## config.mk

```make
export PLATFORM = sky130hd
export DESIGN_NAME = fpl_norm
export DESIGN_NICKNAME = d
export VERILOG_FILES = /design/src/rtl/fpl_pkg.sv /design/src/rtl/fpl_norm.sv
export SDC_FILE = /design/constraint.sdc
export NUM_CORES = 1
export LEC_CHECK = 0
export ABC_AREA = 1
export ABC_CLOCK_PERIOD_IN_PS = 6980
export BUFFER_PORTS_ARGS = -buffer_cell sky130_fd_sc_hd__buf_2
export CORE_AREA = 2 2 83 85
export CTS_CLUSTER_SIZE = 14
export DETAILED_ROUTE_END_ITERATION = 8
export DIE_AREA = 0 0 85 87
export GPL_TIMING_DRIVEN = 0
export PLACE_DENSITY = 0.87
export SLEW_MARGIN = 30
export SYNTH_ARGS = -nofsm -noshare
export SYNTH_HDL_FRONTEND = slang
export SYNTH_SLANG_ARGS = --single-unit
```

## constraint.sdc

```tcl
create_clock -name clk -period 6.98 [get_ports clk]
set_input_delay 1.047 -clock clk [delete_from_list [all_inputs] [get_ports clk]]
set_output_delay 1.047 -clock clk [all_outputs]
set_load 0.005 [all_outputs]
```

## src/rtl/fpl_pkg.sv

```systemverilog
// ============================================================================
// fpl_pkg: shared constants and types for the fixed-point logarithm.
// Holds the field widths, the base-10 constants and the item format that
// travels down the squaring pipeline.
// ============================================================================
package fpl_pkg;

    localparam int FRAC_BITS = 20;
    localparam int SAMPLE_W  = 31;
    localparam int CNT_W     = $clog2(SAMPLE_W);
    localparam int INT_W     = CNT_W + 1;
    localparam int MANT_W    = FRAC_BITS + 1;
    localparam int RES_W     = INT_W + FRAC_BITS;
    localparam int MAG_W     = RES_W - 1;
    localparam int SQ_STAGES = FRAC_BITS;

    localparam int LOG2_TEN_W = 22;
    localparam int QUO_W      = 23;
    localparam int REM_W      = LOG2_TEN_W + 2;
    localparam int RECIP_W    = 25;
    localparam int RECIP_SHIFT = MAG_W + FRAC_BITS + 1;

    localparam logic [LOG2_TEN_W-1:0] LOG2_TEN_Q20 = LOG2_TEN_W'(3483294);
    localparam logic [RES_W-1:0] LOG10_ZERO_Q20 = RES_W'(-32'sd6628709);
    localparam logic [63:0] RECIP_FULL = (64'd1 << RECIP_SHIFT) / 64'(LOG2_TEN_Q20);
    localparam logic [RECIP_W-1:0] RECIP = RECIP_FULL[RECIP_W-1:0];

    localparam logic signed [INT_W-1:0] INT_TOP = INT_W'(SAMPLE_W - 1 - FRAC_BITS);

    localparam logic CMD_LOG2  = 1'b0;
    localparam logic CMD_LOG10 = 1'b1;

    typedef struct packed {
        logic signed [INT_W-1:0] int_part;
        logic [FRAC_BITS-1:0]    frac;
        logic [MANT_W-1:0]       mant;
        logic                    cmd;
        logic                    zero;
    } sq_item_t;

endpackage

```

## src/rtl/fpl_norm.sv

```systemverilog
// ============================================================================
// fpl_norm: leading-one search and mantissa normalization.
// Two register stages find the leading one in binary steps and left-justify
// the sample, giving the integer part of log2 and a mantissa in [1,2).
// ============================================================================
module fpl_norm
    import fpl_pkg::*;
(
    input  logic                clk,
    input  logic                rst_n,
    input  logic                in_valid,
    output logic                in_ready,
    input  logic                command,
    input  logic [SAMPLE_W-1:0] sample_value,
    output logic                out_valid,
    input  logic                out_ready,
    output sq_item_t            out_item
);

    logic                valid_a_reg;
    logic                valid_b_reg;
    logic                en_a;
    logic                en_b;
    logic [SAMPLE_W-1:0] xs_a_reg;
    logic [SAMPLE_W-1:0] xs_a_next;
    logic [CNT_W-1:0]    cnt_a_reg;
    logic [CNT_W-1:0]    cnt_a_next;
    logic                cmd_a_reg;
    logic                zero_a_reg;
    logic [SAMPLE_W-1:0] sh16;
    logic [SAMPLE_W-1:0] sh8;
    logic                c16;
    logic                c8;
    logic                c4;
    logic [SAMPLE_W-1:0] sh2;
    logic [SAMPLE_W-1:0] norm_x;
    logic                c2;
    logic                c1;
    logic [CNT_W-1:0]    lz;
    sq_item_t            item_b_reg;
    sq_item_t            item_b_next;

    assign en_b     = !valid_b_reg || out_ready;
    assign en_a     = !valid_a_reg || en_b;
    assign in_ready = en_a;

    always_comb
    begin
        c16        = (sample_value[SAMPLE_W-1 -: 16] == '0);
        sh16       = c16 ? (sample_value << 16) : sample_value;
        c8         = (sh16[SAMPLE_W-1 -: 8] == '0);
        sh8        = c8 ? (sh16 << 8) : sh16;
        c4         = (sh8[SAMPLE_W-1 -: 4] == '0);
        xs_a_next  = c4 ? (sh8 << 4) : sh8;
        cnt_a_next = {c16, c8, c4, 2'b00};
    end

    always_comb
    begin
        c2     = (xs_a_reg[SAMPLE_W-1 -: 2] == '0);
        sh2    = c2 ? (xs_a_reg << 2) : xs_a_reg;
        c1     = !sh2[SAMPLE_W-1];
        norm_x = c1 ? (sh2 << 1) : sh2;
        lz     = cnt_a_reg | {3'b000, c2, c1};
        item_b_next.int_part = INT_TOP - $signed({1'b0, lz});
        item_b_next.frac     = '0;
        item_b_next.mant     = norm_x[SAMPLE_W-1 -: MANT_W];
        item_b_next.cmd      = cmd_a_reg;
        item_b_next.zero     = zero_a_reg;
    end

    always_ff @(posedge clk or negedge rst_n)
    begin
        if (!rst_n)
        begin
            valid_a_reg <= 1'b0;
            valid_b_reg <= 1'b0;
        end
        else
        begin
            if (en_a)
            begin
                valid_a_reg <= in_valid;
            end
            if (en_b)
            begin
                valid_b_reg <= valid_a_reg;
            end
        end
    end

    always_ff @(posedge clk)
    begin
        if (en_a && in_valid)
        begin
            xs_a_reg   <= xs_a_next;
            cnt_a_reg  <= cnt_a_next;
            cmd_a_reg  <= command;
            zero_a_reg <= (sample_value == '0);
        end
        if (en_b && valid_a_reg)
        begin
            item_b_reg <= item_b_next;
        end
    end

    assign out_valid = valid_b_reg;
    assign out_item  = item_b_reg;

endmodule

```

# Word level (Yosys, flattened, before mapping)
# Cells that the tools add are included.
word_totals:
  reg_bits: 67
  input_bits: 36
  out_inout_bits: 51
  wordCells: 31
op_classes:
  addsub: 1
  mux: 5
  bitwise: 1
  reduce_logical: 12
ops:
  columns: ["operator", "n"]
  rows:
  - ["$mux 31", 4]
  - ["$logic_not 31->1", 1]
  - ["$mux 30", 1]
  - ["$logic_not 16->1", 1]
  - ["$logic_not 8->1", 1]
  - ["$sub 4x5->6 const A", 1]
  - ["$or 5x2->5", 1]
  - ["$logic_not 4->1", 1]
  - ["$logic_not 1->1", 3]
  - ["$logic_and 1x1->1", 2]
  - ["$logic_not 2->1", 1]
  - ["$logic_or 1x1->1", 2]

# Depth between registers and ports, before layout
depth:
  word_depth: 6
  ltp_mapped: 16
  ltp_nobuf: 14

# Worst setup path after synthesis
# No wires, ideal clock.
synth_path:
  path_type: "input to register"
  from: "input port out_ready"
  to: "register item_b_reg, in the netlist out_item[0], enable pin"
  setup_ns: 0.425
  arrival_time_ns: 2.533
  required_time_ns: 6.555
  slack_ns: 4.022
  path_stages: 2
  path_buffers: 0
  cell_sequence: "inv_1 -> a21oi_1"
synth_between:
  elab_chain_cells: 2
synth_lines:
  columns: ["element", "line_no", "source"]
  rows:
  - ["start, declared", "fpl_norm.sv:16", "input logic out_ready,"]
  - ["$logic_or 1x1->1", "fpl_norm.sv:43", "assign en_b = !valid_b_reg || out_ready;"]
  - ["$logic_and 1x1->1", "fpl_norm.sv:101", "if (en_b && valid_a_reg)"]
  - ["end signal, assigned", "fpl_norm.sv:103", "item_b_reg <= item_b_next;"]
  - ["end, declared", "fpl_norm.sv:40", "sq_item_t item_b_reg;"]
# Every way passes these cells.
# A chain may end at the register's enable or synchronous reset.

# Worst setup path after layout
layout_path:
  from: "input port sample_value[15]"
  to: "register xs_a_reg[10], data pin"
layout_between:
  elab_chain_cells: 6
layout_lines:
  columns: ["element", "line_no", "source"]
  rows:
  - ["start, declared", "fpl_norm.sv:14", "input logic [SAMPLE_W-1:0] sample_value,"]
  - ["$logic_not 16->1 (*)", "fpl_norm.sv:49", "c16 = (sample_value[SAMPLE_W-1 -: 16] == '0);"]
  - ["$mux 31 (*)", "fpl_norm.sv:50", "sh16 = c16 ? (sample_value << 16) : sample_value;"]
  - ["$logic_not 8->1", "fpl_norm.sv:51", "c8 = (sh16[SAMPLE_W-1 -: 8] == '0);"]
  - ["$mux 31 (*)", "fpl_norm.sv:52", "sh8 = c8 ? (sh16 << 8) : sh16;"]
  - ["$logic_not 4->1", "fpl_norm.sv:53", "c4 = (sh8[SAMPLE_W-1 -: 4] == '0);"]
  - ["$mux 31 (*)", "fpl_norm.sv:54", "xs_a_next = c4 ? (sh8 << 4) : sh8;"]
  - ["via xs_a_next[10]", "fpl_norm.sv:25", "logic [SAMPLE_W-1:0] xs_a_next;"]
  - ["end signal, assigned", "fpl_norm.sv:96", "xs_a_reg <= xs_a_next;"]
  - ["end, declared", "fpl_norm.sv:24", "logic [SAMPLE_W-1:0] xs_a_reg;"]
# Mark *: on every way through the listed nets, which the timed path passes. The rest lies on a longest branch.

==> flow_summary.json <==
{
  "synth_most_common_cell": "nand2_1",
  "antenna_cells": 0,
  "numClockSinks": 60,
  "min_period_ps": 2776,
  "cp-start-kind": "input pin",
  "crit_path_end": "xs_a_reg[10]$_DFFE_PP_",
  "met2RoutedLength_mm": 3.660,
  "rrSetupSlack_ps": 4700,
  "wl_met1_mm": 3.102,
  "leakage_nw": 2.208,
  "antenna_left": 0,
  "ys.flop_type": "edfxtp_1",
  "cts_buffers": 9,
  "rr_worst_depth": 6,
  "cp-end-kind": "register",
  "htree_num_levels": 3,
  "synthTopCellsByCount": "nand2_1, edfxtp_1, inv_1, nand3_1, buf_4",
  "ys_ff_latch": 60,
  "route.detailed.drc": 0,
  "cts_setup_buffers": 0,
  "vdd_drop_max_mv": 0.2105,
  "design_area_um2": 4393,
  "cts_buffer_depth": 2,
  "hold_viol": 0,
  "ys_warn_count": 0,
  "largest_reg_flops": 29,
  "dr.pass1.iters": 6,
  "worst-setup-path-type": "in2reg",
  "top_layer_used": "met4",
  "placement.cell_area_um2": 4163,
  "first_iter_violations": 80,
  "slew_violations": 0,
  "final-setup-viol-count": 0,
  "grt_pass1_wl_mm": 12.19,
  "vias_per_cell": 4.823,
  "netlist_top_cells_area": "edfxtp_1, nand2_1, buf_4",
  "r2r-end": "out_item[47]$_DFFE_PP_",
  "syn_to_final_growth_pct": 20.86,
  "cts_tree": "done",
  "gp_congestion": 0.9474,
  "crit-reg2reg-launch": "xs_a_reg[29]$_DFFE_PP_",
  "fmax_mhz": 360.3,
  "path_max_fanout": 10,
  "design.die.area_um2": 7395,
  "finalClockSkew_ps": 10.34,
  "total_power_w": 0.0009721,
  "track_usage_pct": 20.91,
  "synth_area_um2": 3635,
  "grt_max_degree": 30,
  "async_flop_share_pct": 3.333,
  "dp_hpwl_mm": 6.031,
  "die_w_um": 85,
  "yosysSeqAreaShare_pct": 49.29,
  "die_h_um": 87,
  "cts.root.buffer_cell": "clkbuf_8",
  "portBuffers": 66,
  "min_path_type": "reg2reg",
  "met3_wirelength_um": 385,
  "drive_gt1_share_pct": 26.01,
  "tns_ps": 0,
  "synthDistinctLibCells": 30,
  "routedWlPerCell_um": 12.29,
  "clock_latency_ps": 350,
  "rsz0062_at_grt": "no",
  "slew_headroom_pct": 63.85,
  "path_clk_slew_ps": 70,
  "ios": 87,
  "cap_violations": 0,
  "drt_wl_total_mm": 7.360,
  "startpoint": "sample_value[15]",
  "fin_nets": 551,
  "status": "finished clean",
  "cts_resized": 0,
  "start_util_pct": 55.33,
  "rows": 30,
  "grt_pass1_vias": 2746,
  "cp.arrival_ps": 2870,
  "gr-total-overflow": 0,
  "synth.avg_cell_area_um2": 8.716,
  "hold_buffers": 0,
  "finalCritPeriodShare_pct": 39.76,
  "core_region_area_um2": 6569,
  "powerDensity_nw_per_um2": 221.3,
  "num_vias": 2889,
  "tightest_slew_ps": 541.5,
  "syn_inst": 417,
  "critPathRequiredTime_ps": 7080,
  "antenna_found_initial": 0,
  "synth_largest_type_area_fraction_pct": 47.92,
  "synth_edf_count": 58,
  "synth_top_area_cell": "edfxtp_1"
}
per-stage QoR:
step	worst slack, ps	hold slack (ps)	util [%]	instances
after CTS	4214	436.6	66.88	599
after global routing	4049	440.4	66.88	599
final	4204	434.2	66.88	599
after floorplan	4022	400.3	-	436
after global placement	3587	400.3	62.97	582
after detailed placement	3843	420.8	63.37	583
cell type report:
class	count	area [um^2]
tap	80	100.1
clock inverter	6	102.6
buffer	36	256.5
timing repair buffer	67	345.3
multi-input combinational	299	1515
sequential	60	1792
inverter	41	153.9
fill	542	2176
clock buffer	10	127.6
cells by family after synthesis:
family | Yosys count | share of synthesized area [%]
AO/OA/AOI/OAI | 45 | 6.541
XOR/XNOR | 3 | 0.7230
adder cells (fa/ha/maj) | 1 | 0.3442
buffers and inverters | 77 | 11.29
flip-flops | 60 | 49.29
multiplexers | 18 | 4.957
other | 1 | 0.1032
AND/OR/NAND/NOR | 212 | 26.75
critical path, cell delays in order:
cell and delay [ps]:
buf_2 130, nor2_1 130, nand2_2 100, nor2_8 190
nand2_4 100, buf_6 150, nand2_2 60, nand2_2 60
nand2_2 80, nor2_4 60, nand3_1 80, nand2_2 80
nor2_4 200, nand2_2 120, buf_6 160, nand2_1 50
nand2_1 70
cells in the final DEF (no fill, tap or decap), types with 4 or more instances in the layout:
| cell type | n |
|---|---|
| a21o_1 | 4 |
| a21oi_1 | 6 |
| buf_2 | 70 |
| buf_4 | 25 |
| clkbuf_1 | 5 |
| clkbuf_8 | 9 |
| clkinv_1 | 4 |
| conb_1 | 20 |
| edfxtp_1 | 58 |
| inv_1 | 37 |
| mux2i_1 | 18 |
| nand2_1 | 129 |
| nand2_2 | 10 |
| nand3_1 | 35 |
| nor2_1 | 24 |
| o21ai_0 | 22 |
| o21ai_1 | 11 |
how the worst min path moves through the flow:
stage / cells past startpoint / slack [ps] / endpoint / from
6_report: 0 / 430 / out_item[0]$_DFFE_PP_ / zero_a_reg$_DFFE_PP_
5_1_grt: 0 / 440 / out_item[0]$_DFFE_PP_ / zero_a_reg$_DFFE_PP_
3_3_place_gp: 0 / 400 / out_item[1]$_DFFE_PP_ / cmd_a_reg$_DFFE_PP_
2_1_floorplan: 0 / 400 / out_item[0]$_DFFE_PP_ / zero_a_reg$_DFFE_PP_
4_1_cts: 0 / 440 / out_item[0]$_DFFE_PP_ / zero_a_reg$_DFFE_PP_
3_5_place_dp: 0 / 420 / out_item[0]$_DFFE_PP_ / zero_a_reg$_DFFE_PP_
layer usage:
layer	vias to the layer above	GRT usage, %
met2	97	37.71
met3	17	3.318
met5	-	0
met4	0	9.957
li1	1530	-
met1	1245	24.30
report_power, final:
| group | internal (W) | total [W] | switching, W | leakage (nW) |
|---|---|---|---|---|
| combinational | 0.0000630 | 0.000157 | 0.0000939 | 1.51 |
| sequential | 0.000443 | 0.000454 | 0.0000113 | 0.582 |
| clock | 0.000234 | 0.000361 | 0.000127 | 0.115 |
(Power assumes the default switching activity.)
