**src/rtl/fpl_pkg.sv**
```systemverilog
// ============================================================================
// fpl_pkg: shared constants and types for the fixed-point logarithm.
// Holds the field widths, the base-10 constants and the item format that
// travels down the squaring pipeline.
// ============================================================================
package fpl_pkg;

    localparam int FRAC_BITS = 20;
    localparam int SAMPLE_W  = 31;
    localparam int CNT_W     = $clog2(SAMPLE_W);
    localparam int INT_W     = CNT_W + 1;
    localparam int MANT_W    = FRAC_BITS + 1;
    localparam int RES_W     = INT_W + FRAC_BITS;
    localparam int MAG_W     = RES_W - 1;
    localparam int SQ_STAGES = FRAC_BITS;

    localparam int LOG2_TEN_W = 22;
    localparam int QUO_W      = 23;
    localparam int REM_W      = LOG2_TEN_W + 2;
    localparam int RECIP_W    = 25;
    localparam int RECIP_SHIFT = MAG_W + FRAC_BITS + 1;

    localparam logic [LOG2_TEN_W-1:0] LOG2_TEN_Q20 = LOG2_TEN_W'(3483294);
    localparam logic [RES_W-1:0] LOG10_ZERO_Q20 = RES_W'(-32'sd6628709);
    localparam logic [63:0] RECIP_FULL = (64'd1 << RECIP_SHIFT) / 64'(LOG2_TEN_Q20);
    localparam logic [RECIP_W-1:0] RECIP = RECIP_FULL[RECIP_W-1:0];

    localparam logic signed [INT_W-1:0] INT_TOP = INT_W'(SAMPLE_W - 1 - FRAC_BITS);

    localparam logic CMD_LOG2  = 1'b0;
    localparam logic CMD_LOG10 = 1'b1;

    typedef struct packed {
        logic signed [INT_W-1:0] int_part;
        logic [FRAC_BITS-1:0]    frac;
        logic [MANT_W-1:0]       mant;
        logic                    cmd;
        logic                    zero;
    } sq_item_t;

endpackage

```
**src/rtl/fpl_sq_stage.sv**
```systemverilog
// ============================================================================
// fpl_sq_stage: one squaring step of the log2 fraction.
// Squares the mantissa, emits one fraction bit and halves the mantissa when
// the square has reached two.
// ============================================================================
module fpl_sq_stage
    import fpl_pkg::*;
(
    input  logic     clk,
    input  logic     rst_n,
    input  logic     in_valid,
    output logic     in_ready,
    input  sq_item_t in_item,
    output logic     out_valid,
    input  logic     out_ready,
    output sq_item_t out_item
);

    logic                  valid_reg;
    logic                  en;
    logic [2*MANT_W-1:0]   prod;
    logic [MANT_W:0]       sq;
    logic                  bit_out;
    sq_item_t              item_reg;
    sq_item_t              item_next;

    assign en       = !valid_reg || out_ready;
    assign in_ready = en;

    always_comb
    begin
        prod    = in_item.mant * in_item.mant;
        sq      = prod[FRAC_BITS +: MANT_W+1];
        bit_out = sq[MANT_W];
        item_next          = in_item;
        item_next.mant     = bit_out ? sq[MANT_W:1] : sq[MANT_W-1:0];
        item_next.frac     = {in_item.frac[FRAC_BITS-2:0], bit_out};
    end

    always_ff @(posedge clk or negedge rst_n)
    begin
        if (!rst_n)
        begin
            valid_reg <= 1'b0;
        end
        else if (en)
        begin
            valid_reg <= in_valid;
        end
    end

    always_ff @(posedge clk)
    begin
        if (en && in_valid)
        begin
            item_reg <= item_next;
        end
    end

    assign out_valid = valid_reg;
    assign out_item  = item_reg;

endmodule

```
**config.mk**
```make
export PLATFORM = sky130hd
export DESIGN_NAME = fpl_sq_stage
export DESIGN_NICKNAME = d
export VERILOG_FILES = /design/src/rtl/fpl_pkg.sv /design/src/rtl/fpl_sq_stage.sv
export SDC_FILE = /design/constraint.sdc
export NUM_CORES = 1
export LEC_CHECK = 0
export BUFFER_PORTS_ARGS = -buffer_cell sky130_fd_sc_hd__buf_2
export CORE_ASPECT_RATIO = 2
export CORE_MARGIN = 4
export CORE_UTILIZATION = 32
export DETAILED_ROUTE_END_ITERATION = 8
export PLACE_DENSITY = 0.48
export SLEW_MARGIN = 30
export SYNTH_ARGS = -nofsm -noshare
export SYNTH_HDL_FRONTEND = slang
export SYNTH_SLANG_ARGS = --single-unit
```
**constraint.sdc**
```tcl
create_clock -name clk -period 3.7 [get_ports clk]
set_input_delay 0.37 -clock clk [delete_from_list [all_inputs] [get_ports clk]]
set_output_delay 0.37 -clock clk [all_outputs]
set_load 0.005 [all_outputs]
```
# Yosys cells after proc, flatten, opt, wreduce, memory -nomap -nowiden
# Index checks and enable logic that the tools add are counted.
dict set report classes {
  n_reduce_logical 3
  mul 1
  n_mux 1
}
# cell count
set op_table {}
lappend op_table {{21-bit by 21-bit multiplier with 42-bit output} 1}
lappend op_table {{20-bit two-way mux} 1}
lappend op_table {{1-bit logical AND} 1}
lappend op_table {{1-bit logical NOT} 1}
lappend op_table {{1-bit logical OR} 1}
dict set report word_totals {
  register_bits 50
  word_cells 12
  in_bits 53
}

# Logic depth before layout (Yosys ltp)
# Gate-level depths: netlist of the first run.
dict set report depth {
  word_depth 3
  ltp_mapped 28
  mapped_depth_nobuf 26
}

# Least setup slack after synthesis of the first run
# OpenSTA, ideal clock, no wires.
dict set report synth_path {
  path_type {input port to flip-flop}
  from {input port in_item[17] (netlist name)}
  to {register item_reg, in the netlist out_item[10], data pin}
  path_buffers 3
  t_arrival_ns 6.862
  t_required_ns 3.440
  path_stages 26
  setup_slack_ns -3.422
  path_cell_list {clkbuf_1 -> clkbuf_1 -> nand2_1 -> fa_1 -> inv_1 -> fa_1 -> inv_1 -> fa_1 -> inv_1 -> fa_1 -> fa_1 -> fa_1 -> inv_1 -> fa_1 -> inv_1 -> ha_1 -> a21oi_1 -> o21ai_1 -> a31oi_1 -> o41ai_4 -> a211oi_2 -> nor2_2 -> a211oi_2 -> xnor2_2 -> buf_6 -> mux2_4}
}
# element line
set synth_lines {}
lappend synth_lines {{start: declaration} fpl_sq_stage.sv:13} ;# input sq_item_t in_item,
lappend synth_lines {{end signal: assignment} fpl_sq_stage.sv:56} ;# item_reg <= item_next;
lappend synth_lines {{end: declaration} fpl_sq_stage.sv:24} ;# sq_item_t item_reg;

==> results_dict.tcl, run 1 <==
set metrics [dict create \
    rsz0062_at_grt "true" \
    startpoint_type "input port" \
    critical_path_peak_fanout 8 \
    antenna_found_initial 0 \
    finalHoldViolCount 0 \
    dp_hpwl_mm 34.7 \
    stdcell_area_mm2 0.0180 \
    worstHoldEndpoint "out_item[48]" \
    n_fill_cell 4448 \
    relSlewSlack_pct 56.2 \
    failed_checks "negative setup slack" \
    reg2regPathDepth 2 \
    slew_viol_final 0 \
    yosys-top-cells-area "fa_1 (44%), ha_1 (14%), inv_1 (11%)" \
    ys_async_sr_fraction_pct 2.00 \
    h-tree-depth 2 \
    synth_top_area_cell "fa_1" \
    status "finished, violations left" \
    synth.distinct_cells 56 \
    die_h_um 305 \
    fin_crit_ns 6.69 \
    post-place-ws_ns -3.62 \
    grt_use_total_pct 17.1 \
    core_area_mm2 0.0435 \
    grtUsageMet2_pct 37.8 \
    routed_wl_mm 38.6 \
    numCtsBuffers 5 \
    port_buffers 102 \
    drtPass1Iterations 4 \
    required_ns 3.73 \
    yosys.cell_count.top_type "inv_1" \
    grt_pass1_vias 12600 \
    cp-end-kind "flip-flop" \
    vias 10500 \
    critPathKind "in -> reg" \
    fmax_mhz 150 \
    area_growth_pct 27.8 \
    start_util_pct 32.4 \
    nNetsFinal 2280 \
    final-setup-viol-count 22 \
    synth_top_area_share_pct 44.1 \
    num_rows 108 \
    timing.final.crit_share_pct 181 \
    routed_via_density 4.54 \
    grt_start_max_net_pins 50 \
    gp_congestion 0.843 \
    drc 0 \
    netlist_area_mm2 0.0141 \
    clock_path_buffers 2 \
    synth_edf_count 49 \
    synth_cells 1432 \
    hold_slack_ns 0.258 \
    met3_usage_pct 0.880 \
    ant_nets 0 \
    avgSynthCellArea_um2 9.83 \
    top_usage_layer "met2" \
    die_width_um 156 \
    clock_skew_ns 0.00269 \
    n_antenna_cell 0 \
    wl_per_cell_um 16.6 \
    yosysSeqAreaShare_pct 10.6 \
    hp-start "in_item[48]" \
    hold_class "in -> reg" \
    drv_cap 0 \
    clk_pin_slew_ns 0.07 \
    r2r_setup_slack_ns 2.23 \
    synth.top_cells.by_count "inv_1 (403), fa_1 (310), ha_1 (152)" \
    ioPinCount 104 \
    r2r_end "out_item[12]" \
    cp.arrival_ns 6.72 \
    whs_path_depth 1 \
    yosysWarnings 0 \
    clkSinkCount 50 \
    layout-drive-gt1-share_pct 28.4 \
    use_met1_pct 14.9 \
    dieArea_mm2 0.0476 \
    cts-root-buf "clkbuf_16" \
    ys.flop_type "edfxtp_1" \
    placed_cell_area_mm2 0.0171 \
    cts_tree "done" \
    grt_first_pass_wirelength_mm 63.5 \
    synth_fp_nets 1947 \
    max_slew.worst_pin.slew_ns 0.657 \
    insertion_delay_ns 0.28 \
    reg2reg_from "out_valid" \
    grt_overflow_total 0 \
    drtIter0Drc 225 \
    ys_seq_elements 50 \
    setup_ws_ns -2.99 \
]
==> worst max path at each step <==
stage,from,end,slack (ns)
3_3_place_gp,in_item[7],out_item[18],-3.54
6_report,in_item[9],out_item[8],-2.99
5_1_grt,in_item[9],out_item[9],-3.15
4_1_cts,in_item[10],out_item[8],-2.95
3_5_place_dp,in_item[7],out_item[17],-3.62
2_1_floorplan,in_item[10],out_item[10],-3.06
==> routing by layer <==
layer | part of all wire [%] | wire length (um) | vias to the layer above
met2 | 65 | 25000 | 132
met3 | 1.3 | 511 | 75
met1 | 29 | 11000 | 5367
met5 | 0 | 0 | -
li1 | - | - | 4939
met4 | 5.2 | 2020 | 0
==> state kept, by name, indices dropped and copies added (netlist names) <==
name	count
out_valid	1
out_item	49
==> through the flow <==
| stage | std cells | TNS (ns) | util (%) |
|---|---|---|---|
| finish | 2316 | -64.16 | 41.4 |
| global route | 2316 | -68.23 | 41.4 |
| CTS | 2314 | -63.71 | 41.1 |
| detailed placement | 2282 | -77.97 | 39.3 |
| global placement | 2282 | -76.82 | 39.3 |
| floorplan | 1432 | -64.78 | - |
==> area by class of cell <==
type	instances	area [um^2]	area share [%]
Timing Repair Buffer	378	2900	16.1
Inverter	403	1520	8.43
Clock buffer	5	125	0.695
Tap cell	550	688	3.82
Clock inverter	3	20.0	0.111
Multi-Input combinational cell	927	11300	62.5
Sequential cell	50	1500	8.32
==> cell usage in the layout (no fill, tap or decap), types with 6 or more instances in the layout <==
| cell | n |
|---|---|
| and2_4 | 11 |
| inv_1 | 384 |
| nor2_1 | 30 |
| buf_6 | 19 |
| and2_1 | 67 |
| buf_12 | 9 |
| inv_2 | 18 |
| buf_8 | 6 |
| mux2_4 | 11 |
| a21oi_1 | 31 |
| a21oi_2 | 6 |
| xor2_1 | 13 |
| a21o_1 | 15 |
| edfxtp_1 | 49 |
| nand2_4 | 7 |
| nand2_1 | 134 |
| ha_4 | 6 |
| o21ai_0 | 10 |
| xnor2_1 | 19 |
| fa_2 | 15 |
| buf_2 | 84 |
| fa_1 | 295 |
| buf_4 | 255 |
| mux2i_1 | 10 |
| nand2_2 | 8 |
| ha_1 | 144 |
| o21a_1 | 7 |
==> repair_timing <==
item / in CTS / in global routing
cloned: 3 / 0
hold buffers: 1 / 0
buffers inserted: 21 / 2
gates resized for setup: 118 / 28
endpoints found under the hold margin: 1 / 0
endpoints found under the setup margin: 22 / 22
pin swaps: 70 / 50
==> critical path, stage by stage <==
cell and delay [ns]:
buf_12 0.11, buf_6 0.12, buf_12 0.12, nand2_4 0.07
inv_2 0.04, fa_1 0.50, inv_1 0.05, fa_1 0.50
fa_1 0.51, inv_2 0.05, fa_1 0.55, fa_1 0.43
fa_1 0.54, fa_1 0.44, ha_1 0.30, a21o_1 0.18
a21o_1 0.14, a21o_1 0.20, nor2b_4 0.13, a211oi_2 0.25
nor2_2 0.09, a211oi_4 0.27, buf_6 0.15, xnor2_4 0.12
buf_12 0.17, mux2_4 0.31
==> kinds of logic after synthesis <==
group	count (synthesis)	share of synthesized area [%]
mux	22	1.91
fa+ha+maj	462	57.6
xor+xnor	35	2.23
buf+inv	456	12.3
flops	50	10.6
compound gates	111	5.37
simple gates	296	9.99
Power of run 1 is not shown: default switching activity piles up to over one toggle a cycle in this logic, so the estimate is an artifact.
==> inputs of run 2 (changes only) <==
BUFFER_PORTS_ARGS = -buffer_cell sky130_fd_sc_hd__buf_4   (was -buffer_cell sky130_fd_sc_hd__buf_2)
==> run 2 against run 1 <==
  * The run still ends with negative setup slack left
  * Design area increased by 2.5%
  * Hold slack improved by 0.0022 ns
  * Global-route usage rose by 0.33 points
  * Register-to-register slack is essentially flat
  * Clock-buffer cell count is 1 higher
  * Sequential share of layout area decreased by 0.21 points
  * Critical path type unchanged
==> results_dict.tcl, run 2 (synthesis gave the netlist of run 1 again) <==
set metrics [dict create \
    hold_class "in -> reg" \
    area_growth_pct 31.0 \
    required_ns 3.73 \
    largest_reg_flops 49 \
    dieArea_mm2 0.0476 \
    grt_overflow_total 0 \
    clock_path_buffers 2 \
    setup-tns-final_ns -64.95 \
    die_h_um 305 \
    antenna_found_initial 0 \
    rsz0062_at_grt "true" \
    max_slew.worst_pin.slew_ns 0.654 \
    gp_congestion 0.868 \
    cts_tree "done" \
    critical_path_peak_fanout 7 \
    reg2reg_from "out_valid" \
    hp-start "in_item[47]" \
    layout-drive-gt1-share_pct 29.5 \
    ant_nets 0 \
    drtPass1Iterations 4 \
    wl_per_cell_um 17.1 \
    clk_pin_slew_ns 0.07 \
    slew_viol_final 0 \
    cp.arrival_ns 6.74 \
    drv_cap 0 \
    setup_ws_ns -3.01 \
    fin_crit_ns 6.71 \
    core_area_mm2 0.0435 \
    numCtsBuffers 5 \
    fmax_mhz 149 \
    timing.final.crit_share_pct 181 \
    insertion_delay_ns 0.28 \
    ioPinCount 104 \
    cp_common_cell "fa_1" \
    setup.worst_path.start "in_item[5]" \
    num_rows 108 \
    hold_slack_ns 0.260 \
    critPathKind "in -> reg" \
    h-tree-depth 2 \
    start_util_pct 32.4 \
    final_cells 2327 \
    status "finished, violations left" \
    clock_skew_ns 0.00448 \
    finalHoldViolCount 0 \
    nNetsFinal 2291 \
    cp-end-kind "flip-flop" \
    cp_slowest_cell "fa_1" \
    port_buffers 102 \
    grt_first_pass_wirelength_mm 64.4 \
    dp.cells 2299 \
    n_antenna_cell 0 \
    grt_pass1_vias 12700 \
    routed_via_density 4.54 \
    die_width_um 156 \
    drc 0 \
    startpoint_type "input port" \
    vias 10600 \
    grt_use_total_pct 17.5 \
    relSlewSlack_pct 56.4 \
    final-setup-viol-count 22 \
    layout_common_cells "inv_1 (384), buf_4 (349), fa_1 (295), ha_1 (142), nand2_1 (134)" \
    cts-root-buf "clkbuf_16" \
    dp_hpwl_mm 35.7 \
    failed_checks "negative setup slack" \
    clkSinkCount 50 \
    max_stage_delay_ns 0.57 \
    grt_start_max_net_pins 50 \
    drtIter0Drc 208 \
    layout_commonest_cell "inv_1" \
    routed_wl_mm 39.9 \
]
[run 2: cell count changes in the layout (fill, tap and decap cells not counted), moves of 3 or more]
| cell | before | now |
|---|---|---|
| buf_4 | 255 | 349 |
| buf_2 | 84 | 0 |
| buf_12 | 9 | 14 |
| o21ai_1 | 4 | 0 |
| ha_4 | 6 | 9 |
| o21ai_2 | 2 | 5 |
[run 2: critical path, delay by kind of cell]
kind                       cells  cell delay [ns]
and+or+nand+nor                3             0.29
buffers and inverters          7             0.81
muxes                          1             0.29
adders and majority gates      8             3.83
AOI/OAI and AO/OA              5             1.02
xor gates and xnor gates       1             0.12
[run 2: final cells by class]
| class | instances | area [um^2] |
|---|---|---|
| fill | 4384 | 25100 |
| multi-input combinational | 927 | 11400 |
| timing repair buffer | 389 | 3210 |
| inverter | 403 | 1520 |
| sequential | 50 | 1500 |
| tap | 550 | 688 |
| clock buffer | 6 | 129 |
| clock inverter | 2 | 37.5 |
[run 2: metal layers]
| metal | share of wire (%) | GRT usage, % | wire, um |
|---|---|---|---|
| met4 | 5.4 | 7.31 | 2160 |
| met5 | 0 | 0 | 0 |
| met2 | 66 | 38.7 | 26200 |
| met3 | 1.3 | 0.753 | 506 |
| met1 | 28 | 14.9 | 11100 |
[run 2: final timing paths]
kind | end | slack, ns | cells after the start
worst max-delay path | out_item[5] | -3.01 | 25
worst min-delay path | out_item[47] | 0.26 | 1
worst max register to register | out_item[32] | 2.23 | 2
worst min register to register | out_valid | 0.56 | 2
max in group asynchronous | out_valid | 3.23 | 2
min in group asynchronous | out_valid | 0.39 | 2
[run 2: what timing repair did]
action	CTS	global route
setup endpoints to repair	22	22
hold buffers	1	0
hold endpoints to repair	1	0
setup buffers	14	5
gates cloned	1	0
pin swaps	48	47
resized for setup	96	47
[run 2: metrics by stage]
step	instance area [um^2]	setup slack, ns	util [%]
floorplan	14300	-3.06	-
global placement	17600	-3.64	40.4
detailed placement	17600	-3.71	40.4
CTS	18200	-3.02	41.9
global route	18500	-3.20	42.4
finish	18500	-3.01	42.4
Power of run 2 is left out for the same reason.
