<file path="config.mk">
export PLATFORM = sky130hd
export DESIGN_NAME = fpl_log10
export DESIGN_NICKNAME = d
export VERILOG_FILES = /design/src/rtl/fpl_pkg.sv /design/src/rtl/fpl_log10.sv
export SDC_FILE = /design/constraint.sdc
export NUM_CORES = 1
export LEC_CHECK = 0
export ABC_AREA = 1
export BUFFER_PORTS_ARGS = -buffer_cell sky130_fd_sc_hd__buf_2
export CORE_MARGIN = 1.5
export CORE_UTILIZATION = 45
export CTS_CLUSTER_DIAMETER = 80
export DETAILED_ROUTE_END_ITERATION = 10
export SLEW_MARGIN = 30
export SYNTH_ARGS = -nofsm -noshare
export SYNTH_HDL_FRONTEND = slang
export SYNTH_SLANG_ARGS = --single-unit
</file>
<file path="constraint.sdc">
create_clock -name clk -period 7.35 [get_ports clk]
set_clock_uncertainty 0.1 [all_clocks]
set_input_delay 1.1025 -clock clk [delete_from_list [all_inputs] [get_ports clk]]
set_output_delay 1.1025 -clock clk [all_outputs]
set_load 0.01 [all_outputs]
</file>
<file path="src/rtl/fpl_pkg.sv">
// ============================================================================
// fpl_pkg: shared constants and types for the fixed-point logarithm.
// Holds the field widths, the base-10 constants and the item format that
// travels down the squaring pipeline.
// ============================================================================
package fpl_pkg;

    localparam int FRAC_BITS = 20;
    localparam int SAMPLE_W  = 31;
    localparam int CNT_W     = $clog2(SAMPLE_W);
    localparam int INT_W     = CNT_W + 1;
    localparam int MANT_W    = FRAC_BITS + 1;
    localparam int RES_W     = INT_W + FRAC_BITS;
    localparam int MAG_W     = RES_W - 1;
    localparam int SQ_STAGES = FRAC_BITS;

    localparam int LOG2_TEN_W = 22;
    localparam int QUO_W      = 23;
    localparam int REM_W      = LOG2_TEN_W + 2;
    localparam int RECIP_W    = 25;
    localparam int RECIP_SHIFT = MAG_W + FRAC_BITS + 1;

    localparam logic [LOG2_TEN_W-1:0] LOG2_TEN_Q20 = LOG2_TEN_W'(3483294);
    localparam logic [RES_W-1:0] LOG10_ZERO_Q20 = RES_W'(-32'sd6628709);
    localparam logic [63:0] RECIP_FULL = (64'd1 << RECIP_SHIFT) / 64'(LOG2_TEN_Q20);
    localparam logic [RECIP_W-1:0] RECIP = RECIP_FULL[RECIP_W-1:0];

    localparam logic signed [INT_W-1:0] INT_TOP = INT_W'(SAMPLE_W - 1 - FRAC_BITS);

    localparam logic CMD_LOG2  = 1'b0;
    localparam logic CMD_LOG10 = 1'b1;

    typedef struct packed {
        logic signed [INT_W-1:0] int_part;
        logic [FRAC_BITS-1:0]    frac;
        logic [MANT_W-1:0]       mant;
        logic                    cmd;
        logic                    zero;
    } sq_item_t;

endpackage

</file>
<file path="src/rtl/fpl_log10.sv">
// ============================================================================
// fpl_log10: base conversion and result selection.
// Divides the log2 result by log2(10) through a reciprocal multiply with one
// remainder correction, then picks the base and the zero-operand values.
// ============================================================================
module fpl_log10
    import fpl_pkg::*;
(
    input  logic                    clk,
    input  logic                    rst_n,
    input  logic                    in_valid,
    output logic                    in_ready,
    input  sq_item_t                in_item,
    output logic                    out_valid,
    input  logic                    out_ready,
    output logic signed [RES_W-1:0] log_result,
    output logic                    zero_error
);

    localparam int NSTG = 5;
    localparam logic [REM_W-1:0] LOG2_TEN_REM = REM_W'(LOG2_TEN_Q20);

    logic [NSTG-1:0] valid_reg;
    logic [NSTG:0]   en;

    logic [RES_W-1:0] y1_reg, y2_reg, y3_reg, y4_reg;
    logic [MAG_W-1:0] mag1_reg, mag2_reg, mag3_reg;
    logic             neg1_reg, neg2_reg, neg3_reg, neg4_reg;
    logic             cmd1_reg, cmd2_reg, cmd3_reg, cmd4_reg;
    logic             zero1_reg, zero2_reg, zero3_reg, zero4_reg;
    logic [QUO_W-1:0] qe2_reg, qe3_reg;
    logic [REM_W-1:0] qc3_reg;
    logic [QUO_W-1:0] q4_reg;
    logic signed [RES_W-1:0] log_result_reg;
    logic             zero_error_reg;

    logic [RES_W-1:0]            y1_next;
    logic [MAG_W-1:0]            mag1_next;
    logic [MAG_W+RECIP_W-1:0]    recip_prod;
    logic [QUO_W+LOG2_TEN_W-1:0] qc_prod;
    logic [MAG_W+FRAC_BITS-1:0]  num;
    logic [REM_W-1:0]            rem;
    logic [QUO_W-1:0]            q4_next;
    logic [RES_W-1:0]            q_ext;
    logic [RES_W-1:0]            log_result_next;

    always_comb
    begin
        en[NSTG] = out_ready;
        for (int i = NSTG - 1; i >= 0; i--)
        begin
            en[i] = !valid_reg[i] || en[i+1];
        end
    end
    assign in_ready = en[0];

    always_comb
    begin
        y1_next   = {in_item.int_part, in_item.frac};
        mag1_next = y1_next[RES_W-1] ? MAG_W'(-y1_next) : y1_next[MAG_W-1:0];
    end

    assign recip_prod = mag1_reg * RECIP;
    assign qc_prod    = qe2_reg * LOG2_TEN_Q20;

    always_comb
    begin
        num     = {mag3_reg, {FRAC_BITS{1'b0}}};
        rem     = num[REM_W-1:0] - qc3_reg;
        q4_next = (rem >= LOG2_TEN_REM) ? qe3_reg + QUO_W'(1) : qe3_reg;
    end

    always_comb
    begin
        q_ext = {{(RES_W-QUO_W){1'b0}}, q4_reg};
        if (zero4_reg)
        begin
            log_result_next = (cmd4_reg == CMD_LOG10) ? LOG10_ZERO_Q20 : '0;
        end
        else if (cmd4_reg == CMD_LOG10)
        begin
            log_result_next = neg4_reg ? -q_ext : q_ext;
        end
        else
        begin
            log_result_next = y4_reg;
        end
    end

    always_ff @(posedge clk or negedge rst_n)
    begin
        if (!rst_n)
        begin
            valid_reg <= '0;
        end
        else
        begin
            if (en[0])
            begin
                valid_reg[0] <= in_valid;
            end
            for (int i = 1; i < NSTG; i++)
            begin
                if (en[i])
                begin
                    valid_reg[i] <= valid_reg[i-1];
                end
            end
        end
    end

    always_ff @(posedge clk)
    begin
        if (en[0] && in_valid)
        begin
            y1_reg    <= y1_next;
            mag1_reg  <= mag1_next;
            neg1_reg  <= y1_next[RES_W-1];
            cmd1_reg  <= in_item.cmd;
            zero1_reg <= in_item.zero;
        end
        if (en[1] && valid_reg[0])
        begin
            y2_reg    <= y1_reg;
            mag2_reg  <= mag1_reg;
            neg2_reg  <= neg1_reg;
            cmd2_reg  <= cmd1_reg;
            zero2_reg <= zero1_reg;
            qe2_reg   <= recip_prod[RECIP_SHIFT-FRAC_BITS +: QUO_W];
        end
        if (en[2] && valid_reg[1])
        begin
            y3_reg    <= y2_reg;
            mag3_reg  <= mag2_reg;
            neg3_reg  <= neg2_reg;
            cmd3_reg  <= cmd2_reg;
            zero3_reg <= zero2_reg;
            qe3_reg   <= qe2_reg;
            qc3_reg   <= qc_prod[REM_W-1:0];
        end
        if (en[3] && valid_reg[2])
        begin
            y4_reg    <= y3_reg;
            neg4_reg  <= neg3_reg;
            cmd4_reg  <= cmd3_reg;
            zero4_reg <= zero3_reg;
            q4_reg    <= q4_next;
        end
        if (en[4] && valid_reg[3])
        begin
            log_result_reg <= log_result_next;
            zero_error_reg <= zero4_reg && (cmd4_reg == CMD_LOG2);
        end
    end

    assign out_valid  = valid_reg[NSTG-1];
    assign log_result = log_result_reg;
    assign zero_error = zero_error_reg;

endmodule

</file>
### Yosys cells after proc, flatten, opt, wreduce, memory -nomap -nowiden

Index checks and enable logic that the tools add are counted.

* $add $sub $neg: 4
* multiplexer cells: 6
* reductions and logical operators: 16
* bitwise gates (word level): 1
* multipliers: 2
* magnitude comparators: 1

Operator list (number)
* 26-bit 2-to-1 mux: 4
* 25-bit by 25-bit multiplier with 49-bit output, second input constant: 1
* 23-bit negator with 26-bit output: 1
* 25-bit 2-to-1 mux: 1
* 25-bit negator: 1
* 24-bit by 22-bit greater-or-equal comparator with 1-bit output, second input constant: 1
* 24-bit subtractor: 1
* 23-bit by 1-bit adder with 23-bit output, second input constant: 1
* 23-bit by 21-bit multiplier with 23-bit output, second input constant: 1
* 23-bit 2-to-1 mux: 1
* 1-bit logical AND: 6
* 1-bit zero test: 5
* 1-bit logical OR: 5
* 1-bit NOT: 1

* input bits: 53
* output and inout bits: 29
* logic and storage cells: 60
* bits in registers: 273

### Depth between registers and ports, before layout

* depth in word-level cells: 7
* depth in mapped cells: 25
* depth with buffers taken out: 25

### Least setup slack after synthesis

No wires, ideal clock.

* kind: register to register
* from: reg mag1_reg[22]
* to: reg qe2_reg[5] (data pin)
* arrival: 5.327 ns
* period minus slack after synthesis: 5.688 ns
* data required time: 6.989 ns
* setup time: 0.261 ns
* path slack: 1.662 ns
* stages on the path, launching flop included: 23
* path buffers: 0
* cell sequence: edfxtp_1 ha_1 inv_1 fa_1 inv_1 ha_1 inv_1 fa_1 inv_1 fa_1 fa_1 inv_1 fa_1 inv_1 ha_1 a21o_1 or2_2 a21oi_1 nand2_1 o21bai_1 nand2_1 nand2_1 xor2_1

* cells in the longest elaborated chain, start to end: 1

Ends and longest elaborated chain
* start, declared: RTL line fpl_log10.sv:27 `logic [MAG_W-1:0] mag1_reg, mag2_reg, mag3_reg;`
* start signal, assigned: RTL line fpl_log10.sv:117 `mag1_reg <= mag1_next;`
* 25-bit by 25-bit multiplier with 49-bit output: RTL line fpl_log10.sv:63 `assign recip_prod = mag1_reg * RECIP;`
* named net recip_prod[31]: RTL line fpl_log10.sv:39 `logic [MAG_W+RECIP_W-1:0] recip_prod;`
* end signal, assigned: RTL line fpl_log10.sv:129 `qe2_reg <= recip_prod[RECIP_SHIFT-FRAC_BITS +: QUO_W];`
* end, declared: RTL line fpl_log10.sv:31 `logic [QUO_W-1:0] qe2_reg, qe3_reg;`

The timed path passes the listed nets, and every way through them passes these cells.
A chain may end at the register's enable or synchronous reset.

### Worst setup path after layout

* from: reg mag1_reg[9]
* to: reg qe2_reg[19] (data pin)

Same word-level chain as after synthesis.

==> run summary <==
The violation count after the first detailed-routing iteration is 963. After synthesis, flip-flops and latches occupy 30.8% of the total area. The aggregate global-route resource usage came out at 20.3%. The number of max-slew violations in the final report came out at 0. Measured along the x axis, the die boundary spans 242 um. The synthesized netlist devotes 5.26% of its cell area to compound gates. The top-level port count is 82. The area growth from synthesis to final layout came out at 8.71%. Detailed placement finished with a half-perimeter wire length of 49700 um. The first global-routing pass estimated 94400 um of wire. The post-route non-filler standard cell count came out at 3485. The post-synth net total came out at 3305. The critical path data arrival time came out at 6.59 ns. The post-synthesis cell type count came out at 48.

In this run the tool buffered the top-level ports with 60 buffer cells. The repair_antennas step left the layout with diodes totalling 0. Cells with a size suffix above 1 make up 6.82% of the layout. In the final layout, the multi-input gates occupy 15300 sq um. Of the total synthesized cell area, the portion taken by full adders, half adders and majority gates is 38.0%. The register-to-register setup slack came out at 0.95 ns. The total of hold buffers inserted after clock tree synthesis came out at 0. In this run the tightest slew margin relative to its limit is 41.8%. At the pin with the least slew margin, the transition time is 0.873 ns. The maximum frequency from static timing analysis is 156 MHz. After Yosys synthesis, XOR and XNOR cells account for 4.55% of the synthesized area. The final wirelength came out at 59000 um.

The post-detailed-route via-to-cell ratio is 4.97. After synthesis, the largest family of logic cells by area is adder cells. The total number of yosys warnings is 0. Summing over every cut layer, the via total after detailed routing is 17.3k.

The depth of the CTS H-tree is 1. The clock root buffer is clkbuf_16. The number of global-route vias before repair came out at 17.8k. In this run the critical register-to-register path is captured at qe2_reg[19]$_DFFE_PP_. The run finished with clean final reports. The die outline area came out at 58800 sq um.

The clock latency on the worst-skew pair is 0.56 ns. The path class of the tightest hold or removal check is in -> async. Along the worst path, the maximum fanout reaches 8.

The wire length per cell after detailed routing is 16.9 um. The register bit total from synthesis came out at 265. The setup path with the least slack is of type reg -> reg.

Setup repair after global routing left no endpoint under its margin. The post-layout minimum cycle time is 6.40 ns. The total standard cell area after synthesis is 25800 sq um. The worst setup path is captured at a flip-flop. The net total in the final layout is 3394. Gates resized during post-CTS repair numbered 0. The residual antenna-violating net count after detailed routing is 0. The post-CTS repair timing setup buffer count came out at 0. The number of buffers on the longest clock path came out at 3. The mean instance size in the synthesized netlist is 9.85 sq um. The height of the die came out at 242 um. The share of cell area taken by muxes after synthesis is 0%. The total of max-cap violations is 0. The final instance area is 28000 sq um. In this run the standard cell core region covers 56500 sq um. In the final layout, flip-flops and latches occupy 7930 sq um.

After layout, the worst path uses 87.0% of the clock period. The post-route setup TNS is 0 ns. The CTS tree is built. The startpoint of the worst-slack reg-to-reg timing path is mag1_reg[9]$_DFFE_PP_. Row generation in the floorplan step produced 87 rows. The final count of hold timing violations is 0. The cell count after synthesis came out at 2618. The remaining design rule violation count is 0. The detailed-routing iteration count for the pre-antenna-repair pass is 5. Yosys mapped a number of flops with a built-in enable equal to 260. The cell count of the worst reg-to-reg path came out at 18. After filler insertion, the fill cell instance count of the layout stands at 5206. For this run, the leading register cell type out of synthesis is edfxtp_1.

The count of placed standard cells including taps came out at 3433. Global routing finished with a remaining overflow of 0. Entering global routing, the biggest net connects 71 pins. The async set-reset flop share out of synthesis is 1.89%.

The worst setup path is launched from a flip-flop. Setup violations remaining at the end of the flow were counted as 0. The simple-gate share of the synthesized area is 11.5%.

The data required time at the worst endpoint is 7.54 ns. The initial antenna violation count is 0. The total cell area at the placement stage came out at 27100 sq um.

The clock net sink count came out at 265. The clock transition at the registers of the reported paths came out at 0.06 ns. The final weighted congestion in routability-driven placement came out at 0.918.

The number of buffers created by CTS is 28. For this configuration, the core starts out at a cell density of 45.7%.
-- logic make-up (layout without fill, tap and decap cells) --
group	after synthesis	after routing
buf+inv	675	786
xor+xnor	134	134
simple gates	667	667
flops	265	265
compound gates	243	243
fa+ha+maj	634	634
-- cell type report --
class	instances	share of cell area, %
Multi-Input combinational cell	1678	54.6
Sequential cell	265	28.3
Inverter	658	8.81
Tap cell	756	3.37
Clock buffer	34	2.65
Timing Repair Buffer	76	1.50
Clock inverter	18	0.781
-- synthesized netlist by cell type (2+ instances only) --
cell | n | share of area, %
nand3_1 | 57 | 1.1
nor3_1 | 23 | 0.45
nand2_1 | 328 | 4.8
inv_1 | 646 | 9.4
nor2_2 | 19 | 0.46
or2_2 | 6 | 0.15
nor3b_1 | 2 | 0.058
o21ai_1 | 3 | 0.058
xor2_1 | 86 | 2.9
ha_1 | 385 | 19
inv_2 | 7 | 0.10
a31oi_1 | 15 | 0.36
edfxtp_1 | 260 | 30
nand4_1 | 42 | 1.0
nand3b_1 | 2 | 0.058
buf_2 | 4 | 0.078
o21bai_1 | 6 | 0.17
a21o_1 | 14 | 0.41
clkbuf_1 | 9 | 0.13
o21a_1 | 5 | 0.15
nor2_4 | 6 | 0.26
o21ai_0 | 62 | 1.2
a211oi_1 | 2 | 0.058
o221ai_1 | 3 | 0.10
fa_1 | 249 | 19
a21oi_1 | 121 | 2.3
xnor2_1 | 48 | 1.6
nand2_2 | 12 | 0.29
clkinv_1 | 4 | 0.058
nand4_4 | 2 | 0.16
o211ai_1 | 3 | 0.087
o31ai_1 | 4 | 0.12
nor2_1 | 152 | 2.2
buf_6 | 4 | 0.17
dfrtp_1 | 5 | 0.49
nor4_1 | 10 | 0.24
-- metal layers --
| layer | wire length [um] | vias up | global-route usage, % |
|---|---|---|---|
| li1 | - | 8554 | - |
| met1 | 27100 | 8402 | 27.8 |
| met2 | 28700 | 290 | 34.8 |
| met3 | 2040 | 58 | 1.98 |
| met4 | 1140 | 0 | 4.72 |
| met5 | 0 | - | 0 |
-- worst max-delay path, stage by stage (launching register included) --
cell and delay [ns]:
edfxtp_1 0.74, ha_1 0.36, ha_1 0.31, fa_1 0.56, inv_1 0.07, fa_1 0.53
fa_1 0.54, fa_1 0.55, inv_1 0.06, fa_1 0.49, ha_1 0.41, nand2_1 0.10
nor2_1 0.16, nand2_1 0.11, nor4_1 0.33, nand3_1 0.15, nand3_1 0.25, a21oi_1 0.14
xor2_1 0.15
-- through the flow --
stage          utilization (%)  hold WS [ns]  setup slack, ns
2_1_floorplan                -         0.300             1.66
3_3_place_gp              47.9         0.304             1.11
3_5_place_dp              47.9         0.305             1.03
4_1_cts                   49.6         0.226             1.02
5_1_grt                   49.6         0.234            0.709
6_report                  49.6         0.248            0.952
-- placed cells by master, fill, tap and decap left out, types with 4 or more instances in the layout --
| master | instances |
|---|---|
| nand2_1 | 328 |
| clkinvlp_4 | 4 |
| inv_2 | 9 |
| ha_1 | 385 |
| xnor2_1 | 48 |
| clkbuf_1 | 4 |
| buf_4 | 16 |
| a21o_1 | 14 |
| or2_2 | 6 |
| buf_2 | 60 |
| fa_1 | 249 |
| clkbuf_16 | 28 |
| nand2_2 | 12 |
| nor3_1 | 23 |
| nor2_2 | 20 |
| nor4_1 | 10 |
| o21bai_1 | 6 |
| edfxtp_1 | 260 |
| nand3_1 | 57 |
| inv_1 | 644 |
| dfrtp_1 | 5 |
| xor2_1 | 86 |
| clkinv_2 | 6 |
| a31oi_1 | 15 |
| o31ai_1 | 4 |
| nor2_1 | 149 |
| a21oi_1 | 121 |
| o21ai_0 | 62 |
| nand4_1 | 42 |
| clkinv_1 | 5 |
| o21a_1 | 5 |
| nor2_4 | 8 |
-- worst max-delay path by stage --
stage | to | from | cells after the start | slack (ns)
CTS | qe2_reg[21]$_DFFE_PP_ | mag1_reg[21]$_DFFE_PP_ | 22 | 1.02
global route | qe2_reg[21]$_DFFE_PP_ | mag1_reg[21]$_DFFE_PP_ | 22 | 0.71
global placement | qe2_reg[19]$_DFFE_PP_ | mag1_reg[10]$_DFFE_PP_ | 18 | 1.11
floorplan | qe2_reg[5]$_DFFE_PP_ | mag1_reg[22]$_DFFE_PP_ | 22 | 1.66
detailed placement | qe2_reg[19]$_DFFE_PP_ | mag1_reg[9]$_DFFE_PP_ | 18 | 1.03
finish | qe2_reg[19]$_DFFE_PP_ | mag1_reg[9]$_DFFE_PP_ | 18 | 0.95
Power is left out: the tool's default activity adds up to more than one toggle a clock period on the data nets, which glitch-free logic cannot reach.
